## src/rtl/fpr_pkg.sv

```systemverilog
`timescale 1ns / 1ps
// Shared types and constants for the FIFO page replacement block.
// Used by fpr_cell, fifo_page_replacement and the testbench; depends on nothing else.

package fpr_pkg;

    // Number of physical frames and significant bits of a page number.
    localparam int FRAMES    = 8;
    localparam int PAGE_BITS = 16;

    // Fixed field widths of the stream beats.
    localparam int PAGE_NUMBER_W  = 16;
    localparam int FRAME_INDEX_W  = 3;
    localparam int TOTAL_W        = 32;

    // Stored page width: only the low PAGE_BITS bits of an access are used.
    localparam int PAGE_W     = (PAGE_BITS < PAGE_NUMBER_W) ? PAGE_BITS : PAGE_NUMBER_W;
    localparam int FRAME_BITS = (FRAMES > 1) ? $clog2(FRAMES) : 1;
    localparam int COUNT_BITS = $clog2(FRAMES + 1);

    // Result beat layout, lowest bit first.
    localparam int OUT_FIELDS_W = 1 + FRAME_INDEX_W + 1 + PAGE_NUMBER_W + 2 * TOTAL_W;
    localparam int M_TDATA_W    = ((OUT_FIELDS_W + 7) / 8) * 8;
    localparam int S_TDATA_W    = ((PAGE_NUMBER_W + 7) / 8) * 8;

    // One slot of the replacement chain, youngest at cell 0.
    typedef struct packed {
        logic                  valid;
        logic [FRAME_BITS-1:0] frame;
        logic [PAGE_W-1:0]     page;
    } entry_t;

endpackage

```

## src/rtl/fpr_cell.sv

```systemverilog
`timescale 1ns / 1ps
// One slot of the replacement chain: holds a page, its frame and a valid bit.
// Depends on fpr_pkg for the entry type.

module fpr_cell (
    input  logic                          aclk,
    input  logic                          aresetn,
    input  logic                          shift_en,
    input  logic [fpr_pkg::PAGE_W-1:0]    lookup_page,
    input  fpr_pkg::entry_t               entry_in,
    output fpr_pkg::entry_t               entry_out,
    output logic                          match
);

    logic                           valid_reg;
    logic [fpr_pkg::FRAME_BITS-1:0] frame_reg;
    logic [fpr_pkg::PAGE_W-1:0]     page_reg;

    // Only the valid bit needs a reset; the payload is qualified by it.
    always_ff @(posedge aclk) begin
        if (!aresetn) begin
            valid_reg <= 1'b0;
        end else if (shift_en) begin
            valid_reg <= entry_in.valid;
        end
    end

    always_ff @(posedge aclk) begin
        if (shift_en) begin
            frame_reg <= entry_in.frame;
            page_reg  <= entry_in.page;
        end
    end

    assign entry_out.valid = valid_reg;
    assign entry_out.frame = frame_reg;
    assign entry_out.page  = page_reg;

    assign match = valid_reg && (page_reg == lookup_page);

endmodule

```

## src/rtl/fifo_page_replacement.sv

```systemverilog
`timescale 1ns / 1ps
// Top level of the FIFO page replacement block: input stage, cell chain,
// counters and result register. Depends on fpr_pkg and fpr_cell.

// Usage:
// Each beat on the s_ channel is one page access (s_tdata holds page_number).
// Each access produces exactly one beat on the m_ channel carrying the hit
// flag, the frame now holding the page, the eviction flag and evicted page,
// and the saturating fault and hit totals after this access.
// The resident pages sit in a chain of cells ordered by load age, youngest
// in cell 0. All cells are compared against the page in parallel. A miss
// shifts the chain by one: the new page enters cell 0, and when all frames
// are in use the oldest page falls off the end and hands its frame over.
// An accepted beat is registered in the input stage and resolved against
// the chain once the result slot is free, which loads the result register.
// No new access is taken until the pending one has been resolved, so the
// chain update always lands before the next lookup.
// When the receiver stalls, the result register holds its beat, the pending
// access waits in the input stage, and s_tready stays low until it drains.
// A synchronous reset (aresetn low) empties all frames and clears the
// totals; no clearing pass is needed, so the block is ready right after.

module fifo_page_replacement (
    input  logic                            aclk,
    input  logic                            aresetn,
    // s_tdata: page_number[15:0]
    input  logic                            s_tvalid,
    output logic                            s_tready,
    input  logic [fpr_pkg::S_TDATA_W-1:0]   s_tdata,
    // m_tdata: hit[0], frame_index[3:1], evicted[4], evicted_page[20:5],
    //          fault_total[52:21], hit_total[84:53], zero fill above
    output logic                            m_tvalid,
    input  logic                            m_tready,
    output logic [fpr_pkg::M_TDATA_W-1:0]   m_tdata
);

    // Input stage.
    logic                        pend_reg;
    logic                        pend_next;
    logic [fpr_pkg::PAGE_W-1:0]  page_reg;

    // Frame fill count and totals.
    logic [fpr_pkg::COUNT_BITS-1:0] fill_count_reg;
    logic [fpr_pkg::COUNT_BITS-1:0] fill_count_next;
    logic [fpr_pkg::TOTAL_W-1:0]    fault_total_reg;
    logic [fpr_pkg::TOTAL_W-1:0]    fault_total_next;
    logic [fpr_pkg::TOTAL_W-1:0]    hit_total_reg;
    logic [fpr_pkg::TOTAL_W-1:0]    hit_total_next;

    // Result register.
    logic                                m_tvalid_reg;
    logic                                m_tvalid_next;
    logic                                hit_reg;
    logic [fpr_pkg::FRAME_INDEX_W-1:0]   frame_index_reg;
    logic                                evicted_reg;
    logic [fpr_pkg::PAGE_NUMBER_W-1:0]   evicted_page_reg;

    // Chain.
    fpr_pkg::entry_t                 chain [fpr_pkg::FRAMES+1];
    logic [fpr_pkg::FRAMES-1:0]      match_vec;
    logic [fpr_pkg::FRAMES-1:0]      valid_vec;
    logic                            resolve;
    logic                            found;
    logic [fpr_pkg::FRAME_BITS-1:0]  hit_frame;
    logic                            full;
    fpr_pkg::entry_t                 oldest;
    logic [fpr_pkg::FRAME_BITS-1:0]  miss_frame;
    logic                            shift_en;

    // One access is resolved when it is pending and the result slot is free.
    assign resolve  = pend_reg && (!m_tvalid_reg || m_tready);
    assign s_tready = !pend_reg;

    assign full     = (fill_count_reg == fpr_pkg::COUNT_BITS'(fpr_pkg::FRAMES));
    assign oldest   = chain[fpr_pkg::FRAMES];
    assign shift_en = resolve && !found;

    // A free frame is always the next one in fill order; once all are in
    // use the oldest cell gives up its frame.
    assign miss_frame = full ? oldest.frame
                             : fill_count_reg[fpr_pkg::FRAME_BITS-1:0];

    assign chain[0].valid = 1'b1;
    assign chain[0].frame = miss_frame;
    assign chain[0].page  = page_reg;

    for (genvar g = 0; g < fpr_pkg::FRAMES; g++) begin : g_cell
        fpr_cell u_cell (
            .aclk        (aclk),
            .aresetn     (aresetn),
            .shift_en    (shift_en),
            .lookup_page (page_reg),
            .entry_in    (chain[g]),
            .entry_out   (chain[g+1]),
            .match       (match_vec[g])
        );
        assign valid_vec[g] = chain[g+1].valid;
    end

    // A page is resident in at most one cell; take the first match.
    always_comb begin
        found     = 1'b0;
        hit_frame = '0;
        for (int i = 0; i < fpr_pkg::FRAMES; i++) begin
            if (match_vec[i] && !found) begin
                found     = 1'b1;
                hit_frame = chain[i+1].frame;
            end
        end
    end

    always_comb begin
        pend_next = pend_reg;
        if (s_tvalid && s_tready) begin
            pend_next = 1'b1;
        end else if (resolve) begin
            pend_next = 1'b0;
        end
    end

    always_comb begin
        fill_count_next  = fill_count_reg;
        fault_total_next = fault_total_reg;
        hit_total_next   = hit_total_reg;
        if (resolve) begin
            if (found) begin
                if (hit_total_reg != '1) begin
                    hit_total_next = hit_total_reg + 1'b1;
                end
            end else begin
                if (fault_total_reg != '1) begin
                    fault_total_next = fault_total_reg + 1'b1;
                end
                if (!full) begin
                    fill_count_next = fill_count_reg + 1'b1;
                end
            end
        end
    end

    always_comb begin
        m_tvalid_next = m_tvalid_reg;
        if (resolve) begin
            m_tvalid_next = 1'b1;
        end else if (m_tready) begin
            m_tvalid_next = 1'b0;
        end
    end

    always_ff @(posedge aclk) begin
        if (!aresetn) begin
            pend_reg        <= 1'b0;
            m_tvalid_reg    <= 1'b0;
            fill_count_reg  <= '0;
            fault_total_reg <= '0;
            hit_total_reg   <= '0;
        end else begin
            pend_reg        <= pend_next;
            m_tvalid_reg    <= m_tvalid_next;
            fill_count_reg  <= fill_count_next;
            fault_total_reg <= fault_total_next;
            hit_total_reg   <= hit_total_next;
        end
    end

    always_ff @(posedge aclk) begin
        if (s_tvalid && s_tready) begin
            page_reg <= s_tdata[fpr_pkg::PAGE_W-1:0];
        end
    end

    always_ff @(posedge aclk) begin
        if (resolve) begin
            hit_reg         <= found;
            frame_index_reg <= fpr_pkg::FRAME_INDEX_W'(found ? hit_frame : miss_frame);
            evicted_reg     <= !found && full;
            if (!found && full) begin
                evicted_page_reg <= fpr_pkg::PAGE_NUMBER_W'(oldest.page);
            end else begin
                evicted_page_reg <= '0;
            end
        end
    end

    assign m_tvalid = m_tvalid_reg;
    assign m_tdata  = fpr_pkg::M_TDATA_W'({hit_total_reg, fault_total_reg,
                                           evicted_page_reg, evicted_reg,
                                           frame_index_reg, hit_reg});

`ifndef ASSERT_OFF
    // The fill count never runs past the number of frames.
    assert property (@(posedge aclk) disable iff (!aresetn)
        fill_count_reg <= fpr_pkg::COUNT_BITS'(fpr_pkg::FRAMES))
        else $error("fill count exceeds frame count");

    // The occupied cells are exactly the frames handed out so far.
    assert property (@(posedge aclk) disable iff (!aresetn)
        $countones(valid_vec) == int'(fill_count_reg))
        else $error("valid cells disagree with fill count");

    // A page is never resident in two frames.
    assert property (@(posedge aclk) disable iff (!aresetn)
        pend_reg |-> $onehot0(match_vec))
        else $error("page matches more than one cell");

    // A resolved access always leaves a result beat behind.
    assert property (@(posedge aclk) disable iff (!aresetn)
        resolve |=> m_tvalid_reg)
        else $error("resolved access produced no result");

    // A miss with all frames in use must evict a valid page.
    assert property (@(posedge aclk) disable iff (!aresetn)
        (resolve && !found && full) |-> oldest.valid)
        else $error("eviction from an empty cell");
`endif

endmodule

```

## config.mk

```make
export PLATFORM = sky130hd
export DESIGN_NAME = fifo_page_replacement
export DESIGN_NICKNAME = d
export VERILOG_FILES = /design/src/rtl/fpr_pkg.sv /design/src/rtl/fpr_cell.sv /design/src/rtl/fifo_page_replacement.sv
export SDC_FILE = /design/constraint.sdc
export NUM_CORES = 1
export LEC_CHECK = 0
export BUFFER_PORTS_ARGS = -buffer_cell sky130_fd_sc_hd__buf_2
export CAP_MARGIN = 20
export CORE_ASPECT_RATIO = 1.25
export CORE_UTILIZATION = 45
export CTS_CLUSTER_DIAMETER = 40
export DETAILED_ROUTE_END_ITERATION = 8
export MAX_ROUTING_LAYER = met4
export PLACE_DENSITY = 0.68
export SLEW_MARGIN = 15
export SYNTH_ARGS = -nofsm -noshare
export SYNTH_HDL_FRONTEND = slang
export SYNTH_SLANG_ARGS = --single-unit
```

## constraint.sdc

```tcl
create_clock -name aclk -period 10 [get_ports aclk]
set_input_delay 0.5 -clock aclk [delete_from_list [all_inputs] [get_ports aclk]]
set_output_delay 0.5 -clock aclk [all_outputs]
set_load 0.02 [all_outputs]
```

==> impl_metrics.yaml, run 1 <==
drt:
  wire_per_inst_um: 17.7
  drt_pass1_iterations: 5
  detail-route-antenna-nets: 0
  vias_per_cell: 5.60
  wirelength_um: 26500
  drtIter0Drc: 517
  drcViolationCount: 0
  num_vias: 8385
sta:
  min_period_over_period: 0.460
  report.final.slew_viol_count: 0
  worst_slack_ns: 5.40
  hold_viol_final: 0
  setup_viol: 0
  fmax_ghz: 0.217
  grt_setup_unrepaired: "no"
  setup_tns_ns: 0
  tightest_slew_ns: 1.06
  slew_headroom: 0.295
  finClkSkew_ns: 0.0229
  final.min_clock_period_ns: 4.60
setup_path:
  cp_common_cell: "buf_4"
  crit_arrival_ns: 4.72
  critical_path.cell_chain: "xor2_1, or3_1, or4_1, o22ai_1, nor4_4, buf_4, nand2_1, inv_6, buf_4"
  crit_type: "register to register"
  crit_path_max_incr_delay_ns: 0.84
  startpoint_type: "register"
  cp_slowest_cell: "buf_4"
  setup.worst_path.end_class: "register"
  required_ns: 10.12
  cp_max_fo: 84
yosys:
  netlist_area_sq_mm: 0.0122
  yosysWarnings: 0
  async_flop_share: 0
  postSynthCellCount: 1027
  seq_area_frac_synth: 0.593
  synth.distinct_cells: 62
  synth_edf_count: 189
  ys.flop_type: "edfxtp_1"
  synth_seq_cells: 267
  avgSynthCellArea_sq_um: 11.9
die:
  fp-row-count: 67
  design.die.area_sq_mm: 0.0278
  start_util: 0.456
  design.core.area_sq_mm: 0.0267
  ios: 110
  die_w_um: 149
  die_height_um: 186
pwr:
  leakage_nw: 4.92
  power_density_mw_per_mm2: 192
  ir_drop_mv: 0.141
cells_and_area:
  diodes: 0
  final_nets: 1151
  largest_register_ffs: 128
  drive_above_1_share: 0.171
  syn2layout_area_growth_pct: 15.6
cts:
  root_buffer: "clkbuf_16"
  cts_resized: 0
  clk_latency_ns: 0.50
  cts_tree: "built"
  clk_pin_slew_ns: 0.06
  clkSinkCount: 267
  cts_setup_buffers: 0
  h-tree-depth: 2
  cts_hold_buf: 0
  cts_buffer_depth: 3
  numCtsBuffers: 34
grt:
  grtUsageTotal: 0.200
  grt_pass1_wl_um: 42200
  antenna_found_initial: 0
  overflow: 0
  grt_start_max_net_pins: 85
  grt_pass1_vias: 8223
run:
  drv_cap: 0
hold_path:
  hold_class: "input pin to register"
place:
  numPortBuffers: 106
  globalplace.congestion: 0.942
  hpwl_um: 19000
  dp_worst_setup_slack_ns: 5.45
status:
  outcome: "finished clean"
## cells by family (layout without fill, tap and decap cells)
logic type	Yosys count	count (layout)	synth area share
adders and majority gates	4	4	0.00410
muxes	12	12	0.0101
DFF	267	267	0.593
buffers and inverters	75	199	0.0323
AOI/OAI and AO/OA	115	115	0.0579
and+or+nand+nor	406	406	0.197
xor gates and xnor gates	147	147	0.106
other	1	3	0.000307
## cell usage in the layout (no fill, tap or decap), types with 7 or more instances in the layout
cell       instances
edfxtp_1         189
buf_2            106
xnor2_1          104
dfxtp_1           78
nand2_1           70
nor2_1            54
nand3_1           49
nand4_1           46
xor2_1            43
clkbuf_16         37
a21oi_1           36
and3_1            30
or3_1             27
o21ai_0           23
inv_1             23
nor4_1            18
and4_1            18
nand2b_1          15
nor3_1            14
or4_1             14
o21ai_1           14
mux2i_1           10
o21bai_1           8
o31ai_1            8
inv_6              7
buf_4              7
## final timing paths
check | from | to | slack [ns] | depth (start not counted)
setup / recovery | page_reg[10] | g_cell[0].u_cell.page_reg[9] | 5.40 | 9
hold reg to reg | g_cell[2].u_cell.frame_reg[2] | g_cell[3].u_cell.frame_reg[2] | 0.44 | 0
setup reg to reg | page_reg[10] | g_cell[0].u_cell.page_reg[9] | 5.40 | 9
hold / removal | s_tdata[8] | page_reg[8] | 0.17 | 1
## stage by stage
step / total power [mW] / std cells / area, sq um / util / hold slack, ns
2_1_floorplan: 1.42 / 1029 / 12200 / - / 0.421
3_3_place_gp: 1.47 / 1436 / 12900 / 0.483 / 0.428
3_5_place_dp: 1.47 / 1436 / 12900 / 0.483 / 0.435
4_1_cts: 2.73 / 1498 / 14100 / 0.527 / 0.151
5_1_grt: 2.81 / 1498 / 14100 / 0.527 / 0.149
6_report: 2.71 / 1498 / 14100 / 0.527 / 0.170
## cell usage after synthesis, types with 4 or more instances
library cell | count | area [sq um]
edfxtp_1 | 189 | 5680
xnor2_1 | 104 | 911
dfxtp_1 | 78 | 1560
nand2_1 | 70 | 263
nor2_1 | 54 | 203
nand3_1 | 49 | 245
nand4_1 | 46 | 288
xor2_1 | 43 | 377
a21oi_1 | 36 | 180
and3_1 | 30 | 188
or3_1 | 27 | 169
inv_1 | 24 | 90.1
o21ai_0 | 23 | 115
clkbuf_1 | 22 | 82.6
and4_1 | 18 | 158
nor4_1 | 18 | 113
nand2b_1 | 15 | 93.8
nor3_1 | 14 | 70.1
o21ai_1 | 14 | 70.1
or4_1 | 14 | 105
buf_4 | 11 | 82.6
mux2i_1 | 10 | 100
buf_2 | 9 | 45.0
buf_6 | 8 | 90.1
o21bai_1 | 8 | 60.1
o31ai_1 | 8 | 60.1
nor3_2 | 5 | 50.1
o211ai_1 | 5 | 37.5
or2_2 | 5 | 31.3
or4b_1 | 5 | 50.1
and2_1 | 4 | 25.0
ha_1 | 4 | 50.1
nor3b_1 | 4 | 30.0
o22ai_1 | 4 | 25.0
o41ai_1 | 4 | 35.0
## per-layer routing
metal / share of wire / track usage / vias to the layer above / wire length (um)
li1: - / - / 4005 / -
met1: 0.41 / 0.232 / 4078 / 11000
met2: 0.51 / 0.347 / 236 / 13500
met3: 0.046 / 0.0321 / 66 / 1210
met4: 0.030 / 0.0735 / 0 / 799
met5: 0 / - / - / 0
## report_power, final
group          switching, mW  internal [mW]
clock network          0.469          0.793
registers             0.0461           1.25
logic                 0.0992         0.0566
total                  0.615           2.10
## critical path: cells and delay by family, from the launching register on
family | cells | cell delay, ns
AO/OA/AOI/OAI | 1 | 0.11
XOR/XNOR | 1 | 0.33
buffers and inverters | 3 | 1.88
flip-flops | 1 | 0.66
AND/OR/NAND/NOR | 4 | 1.04
## layout make-up
cell class | count | area [sq um]
clock inverter | 19 | 226
tap | 345 | 432
inverter | 24 | 95.1
sequential | 267 | 7240
multi-input combinational | 687 | 4570
timing repair buffer | 113 | 583
fill | 2301 | 12600
clock buffer | 43 | 958
(Power assumes the default switching activity.)
==> run 2: changes to the inputs <==
Settings changed: ABC_AREA set to 1.
Clock period 10 ns to 4.51 ns, I/O delays scaled along.
==> run 2 against run 1 <==
  * Synthesized cell count up 49%
  * Final cell count up 39%
  * Register-to-register slack worse by 4.3 ns
  * Via count up 26%
  * Clock skew up 0.0048 ns
  * Routed wire length up 23%
  * First-iteration DRC count up 36%
  * Combinational power rose to 2.9 times the previous value
  * Worst hold slack worse by 0.14 ns
  * Die area up 9.6%
  * Utilization up 0.51 points
  * Sequential power up 120%
  * Critical path type unchanged
  * Largest cell class unchanged
  * Highest routed layer unchanged
==> impl_metrics.yaml, run 2 <==
status:
  outcome: "finished clean"
setup_path:
  cp_slowest_cell: "edfxtp_1"
  r2r_cells: 11
  crit_cells: 11
  r2r_end: "g_cell[3].u_cell.page_reg[0]"
  startpoint: "page_reg[8]"
  crit_type: "register to register"
  crit_end: "g_cell[3].u_cell.page_reg[0]"
  critPathTopFamily: "simple AND/OR/NAND/NOR gates"
  crit_path_max_incr_delay_ns: 0.67
  r2r_setup_slack_ns: 1.09
  critical_path.cell_chain: "inv_1, o21ai_0, nor2_1, nand2_1, nor2_1, nand3_1, nand2_2, inv_2, nand4_4, nor2_8, buf_12"
  cp_common_cell: "nor2_1"
  crit_arrival_ns: 3.57
  cp_max_fo: 131
  reg2reg_from: "page_reg[8]"
  required_ns: 4.66
  setup.worst_path.end_class: "register"
  crit_buf_inv: 3
  startpoint_type: "register"
yosys:
  ys_top_cells_by_count: "383 x nand2_1, 201 x nor2_1, 189 x edfxtp_1"
  synth_edf_count: 189
  ys.flop_type: "edfxtp_1"
  async_flop_share: 0
  synth_area_leaders: "edfxtp_1 42%, dfxtp_1 12%, nand2_1 11%"
  yosysWarnings: 0
  synth.distinct_cells: 50
  netlist_area_sq_mm: 0.0134
  yosysTopAreaCell: "edfxtp_1"
  synth_seq_cells: 267
  seq_area_frac_synth: 0.541
  postSynthCellCount: 1526
  synth_top_area_frac: 0.424
  avgSynthCellArea_sq_um: 8.77
  yosysMostFrequentCell: "nand2_1"
die:
  ios: 110
  die_w_um: 156
  design.die.area_sq_mm: 0.0304
  fp-row-count: 70
  design.core.area_sq_mm: 0.0293
  start_util: 0.458
  die_height_um: 195
sta:
  hold_viol_final: 0
  grt_setup_unrepaired: "no"
  slew_headroom: 0.501
  finClkSkew_ns: 0.0277
  report.final.slew_viol_count: 0
  final.min_clock_period_ns: 3.42
  setup_tns_ns: 0
  min_period_over_period: 0.758
  fmax_ghz: 0.293
  tightest_slew_ns: 0.749
  setup_viol: 0
cts:
  root_buffer: "clkbuf_16"
  clk_latency_ns: 0.54
  cts_tree: "built"
  clk_pin_slew_ns: 0.06
  cts_resized: 0
  clkSinkCount: 267
  h-tree-depth: 2
  numCtsBuffers: 37
  cts_buffer_depth: 3
  cts_setup_buffers: 0
  cts_hold_buf: 17
cells_and_area:
  final_common_cell: "nand2_1"
  final_cell_mix: "383 x nand2_1, 201 x nor2_1, 189 x edfxtp_1"
  diodes: 0
  drive_above_1_share: 0.145
  final_nets: 1684
  syn2layout_area_growth_pct: 16.4
  final_area_sq_mm: 0.0156
  nFillCells: 2739
  largest_register_ffs: 128
drt:
  drcViolationCount: 0
  wire_per_inst_um: 15.6
  vias_per_cell: 5.07
  detail-route-antenna-nets: 0
  drt_pass1_iterations: 5
  num_vias: 10600
  wirelength_um: 32500
  drtIter0Drc: 701
grt:
  gr-usage-met1: 0.266
  use_met2: 0.382
  grt_pass1_wl_um: 51600
  grt_util_met3: 0.0317
  grtUsageTotal: 0.225
  antenna_found_initial: 0
  grt_start_max_net_pins: 132
  overflow: 0
  grt_pass1_vias: 10300
  grt.busiest_layer: "met2"
pwr:
  power_density_mw_per_mm2: 392
  p_sw_mw: 1.54
  leakage_nw: 6.42
  intPower_mw: 4.57
  swShare: 0.252
  seqPwrFrac: 0.470
  ir_drop_mv: 0.249
  comb_power_share: 0.075
  clkPwrFrac: 0.456
run:
  drv_cap: 0
place:
  hpwl_um: 24200
  placed_cell_area_sq_mm: 0.0142
  globalplace.congestion: 0.974
  numPortBuffers: 106
hold_path:
  holdPathStages: 4
  hold_class: "input pin to register"
## run 2: cells by family (layout without fill, tap and decap cells)
| kind of cell | count (synthesis) | after routing | share of synthesized area |
|---|---|---|---|
| other | 1 | 3 | 0.000280 |
| buffers and inverters | 229 | 388 | 0.0728 |
| xor gates and xnor gates | 61 | 61 | 0.0399 |
| adders and majority gates | 4 | 4 | 0.00374 |
| AOI/OAI and AO/OA | 109 | 109 | 0.0439 |
| and+or+nand+nor | 853 | 853 | 0.297 |
| muxes | 2 | 2 | 0.00150 |
| DFF | 267 | 267 | 0.541 |
## run 2: per-stage QoR
step	power, mW	utilization	hold slack, ns	instances	setup WS (ns)
floorplan	3.22	-	0.324	1528	1.54
global placement	3.35	0.487	0.403	2000	1.15
detailed placement	3.36	0.487	0.404	2000	1.11
CTS	6.16	0.533	0.00735	2083	1.08
global route	6.31	0.533	0.0369	2083	0.727
finish	6.11	0.533	0.0254	2083	1.09
## run 2: tightest hold or removal path, cell delays in order
cell and delay [ns]:
buf_2 0.08, inv_1 0.03, nand2_1 0.10, a21oi_1 0.07
## run 2: power groups by stage
stage          combinational, mW  clock (mW)  sequential (mW)
6_report                   0.456        2.78             2.87
3_5_place_dp               0.444           0             2.92
4_1_cts                    0.458        2.83             2.87
2_1_floorplan              0.328           0             2.89
3_3_place_gp               0.438           0             2.91
5_1_grt                    0.509        2.92             2.88
## run 2: worst min path at each step
stage | from | endpoint | slack (ns)
3_5_place_dp | s_tdata[6] | page_reg[6] | 0.40
6_report | m_tready | m_tvalid | 0.03
4_1_cts | m_tready | m_tvalid | 0.007
3_3_place_gp | s_tdata[1] | page_reg[1] | 0.40
2_1_floorplan | s_tdata[0] | page_reg[0] | 0.32
5_1_grt | m_tready | m_tvalid | 0.04
## run 2: layer usage
metal  up-vias  wire length, um
met5         -                0
met4         0             1160
met3        86             1350
met2       289            16200
met1      4865            13800
li1       5331                -
## run 2: cell type report
type / instances / area, sq um / area share
tap: 396 / 495 / 0.0318
timing repair buffer: 130 / 766 / 0.0491
sequential: 267 / 7240 / 0.465
multi-input combinational: 1032 / 5180 / 0.333
inverter: 192 / 729 / 0.0468
clock inverter: 25 / 229 / 0.0147
clock buffer: 41 / 941 / 0.0604
